--- src/rtl/sira_pkg.sv ---
// Shared constants, payload types and command codes of the sync id reservation allocator.
// Depends on nothing; every rtl file but sira_ram refers to it by scoped names.
package sira_pkg;

  localparam int NUM_PLAYERS    = 16;
  localparam int PLAYER_W       = 4;
  localparam int AREA_W         = 4;
  localparam int AREA_REF_W     = AREA_W + 1;     // top bit set means no area
  localparam int SLOTS_PER_AREA = 127;
  localparam int SLOT_W         = 7;
  localparam int SCNT_W         = SLOT_W + 1;
  localparam int QUOTA          = 8;
  localparam int QIDX_W         = 3;
  localparam int NCNT_W         = QIDX_W + 1;
  localparam int OWN_W          = 5;
  localparam int KEY_W          = 64;
  localparam int ID_W           = 16;
  localparam int CNT_W          = 5;
  localparam int RAM_AW         = AREA_W + SLOT_W;
  localparam int RAM_DEPTH      = NUM_PLAYERS * (1 << SLOT_W);

  localparam logic [OWN_W-1:0]      OWN_FREE = 5'h1F;
  localparam logic [OWN_W-1:0]      OWN_USED = 5'h1E;
  localparam logic [AREA_REF_W-1:0] NO_AREA  = 5'h10;
  localparam logic [ID_W-1:0]       ID_BASE_RESET = 16'd127;

  localparam logic [1:0] OP_CHANGE  = 2'd0;
  localparam logic [1:0] OP_USE     = 2'd1;
  localparam logic [1:0] OP_RELEASE = 2'd2;
  localparam logic [1:0] OP_NONE    = 2'd3;   // no such operation, dropped

  localparam logic [1:0] K_CHANGE = 2'd0;
  localparam logic [1:0] K_DISC   = 2'd1;
  localparam logic [1:0] K_USE    = 2'd2;
  localparam logic [1:0] K_REL    = 2'd3;

  localparam int CQ_DEPTH = 2;
  localparam int RQ_DEPTH = 8;
  localparam int RQ_AW    = 3;
  localparam int RQ_CW    = 4;

  localparam int ADDR_W = 3;
  localparam logic REG_ID_BASE = 1'b0;

  typedef struct packed {
    logic [1:0]          operation;
    logic [PLAYER_W-1:0] player;
    logic                connected;
    logic signed [15:0]  course;
    logic signed [15:0]  act;
    logic signed [15:0]  level;
    logic signed [15:0]  area_index;
    logic [ID_W-1:0]     sync_id;
  } item_t;

  typedef struct packed {
    logic [PLAYER_W-1:0] recipient;
    logic [ID_W-1:0]     sync_id_res;
    logic                last;
  } result_t;

  typedef struct packed {
    logic [1:0]          kind;
    logic [PLAYER_W-1:0] player;
    logic [KEY_W-1:0]    key;
    logic [SLOT_W-1:0]   off;
  } cmd_t;

endpackage

--- src/rtl/sira_front.sv ---
// Front end: accepts input transactions, classifies them into commands and queues them.
// Depends on sira_pkg.
module sira_front (
  input  logic                clk,
  input  logic                rst,
  input  logic                push,
  output logic                full,
  input  sira_pkg::item_t     item,
  input  logic [15:0]         id_base,
  input  logic                cmd_pop,
  output logic                cmd_valid,
  output sira_pkg::cmd_t      cmd
);

  sira_pkg::cmd_t cq [sira_pkg::CQ_DEPTH];
  logic       wptr, rptr;
  logic [1:0] count;

  sira_pkg::cmd_t c_new;
  logic           keep;
  logic [16:0]    diff;
  logic           do_push, do_pop;

  always_comb begin
    diff = {1'b0, item.sync_id} - {1'b0, id_base};
    c_new.player = item.player;
    c_new.key    = {item.area_index, item.level, item.act, item.course};
    c_new.off    = diff[sira_pkg::SLOT_W-1:0];
    c_new.kind   = sira_pkg::K_CHANGE;
    keep         = 1'b0;
    case (item.operation)
      sira_pkg::OP_CHANGE: begin
        c_new.kind = item.connected ? sira_pkg::K_CHANGE : sira_pkg::K_DISC;
        keep       = 1'b1;
      end
      sira_pkg::OP_USE, sira_pkg::OP_RELEASE: begin
        c_new.kind = (item.operation == sira_pkg::OP_USE) ? sira_pkg::K_USE : sira_pkg::K_REL;
        // drop ids below the base or past the last slot
        keep = !diff[16] && (diff[15:0] < 16'(sira_pkg::SLOTS_PER_AREA));
      end
      default: keep = 1'b0;
    endcase
  end

  assign full      = (count == 2'(sira_pkg::CQ_DEPTH));
  assign cmd_valid = (count != 2'd0);
  assign cmd       = cq[rptr];
  assign do_push   = push && !full && keep;
  assign do_pop    = cmd_pop && cmd_valid;

  always_ff @(posedge clk) begin
    if (do_push) begin
      cq[wptr] <= c_new;
    end
    if (rst) begin
      wptr  <= 1'b0;
      rptr  <= 1'b0;
      count <= 2'd0;
    end else begin
      if (do_push) wptr <= ~wptr;
      if (do_pop)  rptr <= ~rptr;
      count <= count + 2'(do_push) - 2'(do_pop);
    end
  end

endmodule

--- config.mk ---
export PLATFORM = sky130hd
export DESIGN_NAME = sira_front
export DESIGN_NICKNAME = d
export VERILOG_FILES = /design/src/rtl/sira_pkg.sv /design/src/rtl/sira_front.sv
export SDC_FILE = /design/constraint.sdc
export NUM_CORES = 1
export LEC_CHECK = 0
export BUFFER_PORTS_ARGS = -buffer_cell sky130_fd_sc_hd__buf_2
export CAP_MARGIN = 25
export CORE_MARGIN = 5
export CORE_UTILIZATION = 45
export DETAILED_ROUTE_END_ITERATION = 12
export PLACE_DENSITY = 0.68
export REMOVE_ABC_BUFFERS = 1
export SLEW_MARGIN = 10
export SYNTH_ARGS = -nofsm -noshare
export SYNTH_HDL_FRONTEND = slang
export SYNTH_SLANG_ARGS = --single-unit
--- constraint.sdc ---
create_clock -name clk -period 19.2 [get_ports clk]
set_input_delay 3.84 -clock clk [delete_from_list [all_inputs] [get_ports clk]]
set_output_delay 3.84 -clock clk [all_outputs]
set_load 0.01 [all_outputs]
==> results.toml <==
[outcome]
status = "finished, final reports clean"

[worst_setup_path]
r2r_setup_slack_ns = 15.98
r2r-start = "count[0]"
cp-end-kind = "flop"
r2r_cells = 10
path_class = "input port to flop"
crit_required_ns = 19.29
critPathMaxFanout = 45
start_kind = "input port"
worstReg2RegEnd = "cq[0][28]"
cp.arrival_ns = 7.08

[clock_tree]
clock_path_buffers = 2
cts.sinks = 159
clock-root-buffer = "clkbuf_16"
cts_resized = 0
cts_setup_buffers = 0
clk_latency_ns = 0.40
h-tree-depth = 4
cts_tree = "done"
cts_hold_buf = 0
clkTransAtPathRegs_ns = 0.06
cts_buffers = 17

[synthesis]
syn_inst = 422
syn_avg_cell_area_um2 = 16.2
synth_seq_cells = 159
synth-edff-count = 154
ys_async_sr_fraction_pct = 0
synth_most_common_cell = "edfxtp_1"
ys_seq_area_share_pct = 69.0
synthTopCellsByCount = "154 x edfxtp_1, 78 x mux2_2, 29 x inv_1, 20 x ha_1, 20 x nor2_1"
synth.area.top_cells = "edfxtp_1 67%, mux2_2 13%, ha_1 3.7%, inv_1 1.6%, dfxtp_1 1.5%"
yosysWarnings = 0
ys_types = 63
netlist_area_um2 = 6850
ys.flop_type = "edfxtp_1"
synth_top_area_cell = "edfxtp_1"
yosysTopAreaCellShare_pct = 67.5

[grt]
grt_start_max_net_pins = 78
antenna_found_initial = 1
grt.overflow.total = 0
track_usage_pct = 15.7
grt_pass1_vias = 4390
grt_pass1_wl_um = 22100

[sta]
worst-slew-pin-transition_ns = 1.04
fin_skew_ns = 0.00563
drv_slew = 0
setup_viol_count_final = 0
slew_headroom_pct = 30.9
fin_ws_ns = 12.21
finalHoldViolCount = 0
setup_tns_ns = 0
fmax_mhz = 143
period_needed_ns = 6.99
grt_setup_unrepaired = "false"
fin_crit_sh_pct = 36.4

[placed_design]
gp_congestion = 0.834
hpwlAfterDp_um = 9770
io_buffers = 185
pre_cts_ws_ns = 11.56

[routing]
firstDrtPassIters = 4
detail_route.wirelength_um = 14100
vias = 4231
vias_per_cell = 5.15
wl_per_cell_um = 17.1
antenna_left = 0
drtIter0Drc = 229
drc = 0

[power]
max-vdd-ir-drop_v = 0.0000540
p_leak_uw = 0.00338
p_per_area_nw_per_um2 = 108

[floorplanning]
die_y_um = 133
start_util_pct = 45.4
die_x_um = 133
io_pins = 186
die_area_um2 = 17800
fp-row-count = 45
core_um2 = 15100

[finish]
register_area_um2 = 4730
fill_cells = 1199
drive_gt1_share_pct = 50.1
multi_input_area_um2 = 1990
syn_to_final_growth_pct = 27.2
nets = 748

[job]
maxCapViolCount = 0

[hold_path]
hold_path.startpoint = "count[1]"
min_path_type = "flop to flop"
min_to = "count[1]"
hold_path_depth = 2
worst max path at each step:
stage,start,endpoint,slack [ns],cells after the start
global route,item[0],cq[0][28],11.93,14
finish,item[0],cq[0][28],12.21,14
CTS,item[0],cq[1][17],11.99,13
detailed placement,item[0],cq[1][55],11.56,13
floorplan,item[0],cq[0][0],9.60,11
global placement,item[0],cq[1][33],11.71,13
area by class of cell:
cell class                 instances  share of cell area, %
multi-input combinational        224                   22.9
timing repair buffer             189                   11.4
antenna                            1                 0.0287
inverter                          29                   1.25
sequential                       159                   54.3
tap                              188                   2.70
clock buffer                      21                   5.40
clock inverter                    11                   2.05
power by group:
group | leakage (uW) | switching [uW] | internal [uW]
clock network | 0.000304 | 129 | 230
logic | 0.00164 | 77.1 | 85.8
registers | 0.00144 | 21.3 | 397
total | 0.00338 | 227 | 712
per-stage QoR:
step	std cells	total power (uW)	hold WS (ns)	instance area, um2	util (%)
2_1_floorplan	412	525	0.481	6810	-
3_3_place_gp	787	586	0.497	8010	53.1
3_5_place_dp	787	589	0.536	8010	53.1
4_1_cts	819	950	0.560	8660	57.4
5_1_grt	822	983	0.577	8710	57.7
6_report	822	940	0.554	8710	57.7
cells by family after synthesis:
logic type / Yosys count / share of synthesized area [%]
adder cells (fa/ha/maj): 21 / 3.94
XOR/XNOR: 6 / 0.767
AND/OR/NAND/NOR: 60 / 5.11
flip-flops: 159 / 69.0
AO/OA/AOI/OAI: 58 / 6.12
multiplexers: 79 / 13.0
buffers and inverters: 39 / 2.14
registers in the layout, indices dropped and copies added (netlist names), named ones only:
register / flops
rptr: 1
wptr: 1
cq: 154
count: 2
cell usage in the layout, fill, tap and decap left out, types with 3 or more instances in the layout:
| cell | synthesis | final |
|---|---|---|
| buf_2 | 0 | 185 |
| edfxtp_1 | 154 | 154 |
| mux2_2 | 78 | 78 |
| inv_1 | 29 | 29 |
| ha_1 | 20 | 20 |
| nor2_1 | 20 | 19 |
| clkbuf_16 | 0 | 17 |
| a21oi_1 | 12 | 12 |
| o21ai_0 | 7 | 7 |
| nand2_1 | 6 | 6 |
| a31oi_1 | 5 | 5 |
| nor2b_1 | 4 | 4 |
| o21a_1 | 4 | 4 |
| xnor2_1 | 4 | 4 |
| bufinv_16 | 0 | 4 |
| clkinvlp_4 | 0 | 4 |
| dfxtp_1 | 5 | 4 |
| nand2b_1 | 3 | 3 |
| a21o_2 | 3 | 3 |
| nand4_1 | 3 | 3 |
| nor3b_1 | 3 | 3 |
| o211ai_1 | 3 | 3 |
| clkbuf_8 | 0 | 3 |
worst max-delay path: stages:
cell and delay, ns:
buf_2 0.08, inv_1 0.03, ha_1 0.22, fa_1 0.41
nand2b_1 0.18, a21oi_1 0.32, or3_2 0.18, o311ai_0 0.19
a32o_2 0.32, nor4_4 0.29, a21oi_2 0.17, nor2_4 0.11
buf_4 0.41, buf_16 0.30
layer usage:
layer	global-route usage (%)	share of wire [%]	wire length, um	vias up
li1	-	-	-	2025
met1	19.6	42	5900	2042
met2	26.6	49	6910	151
met3	5.06	7.6	1070	13
met4	4.40	1.3	176	0
met5	0	0	0	-
(Power assumes the default switching activity.)
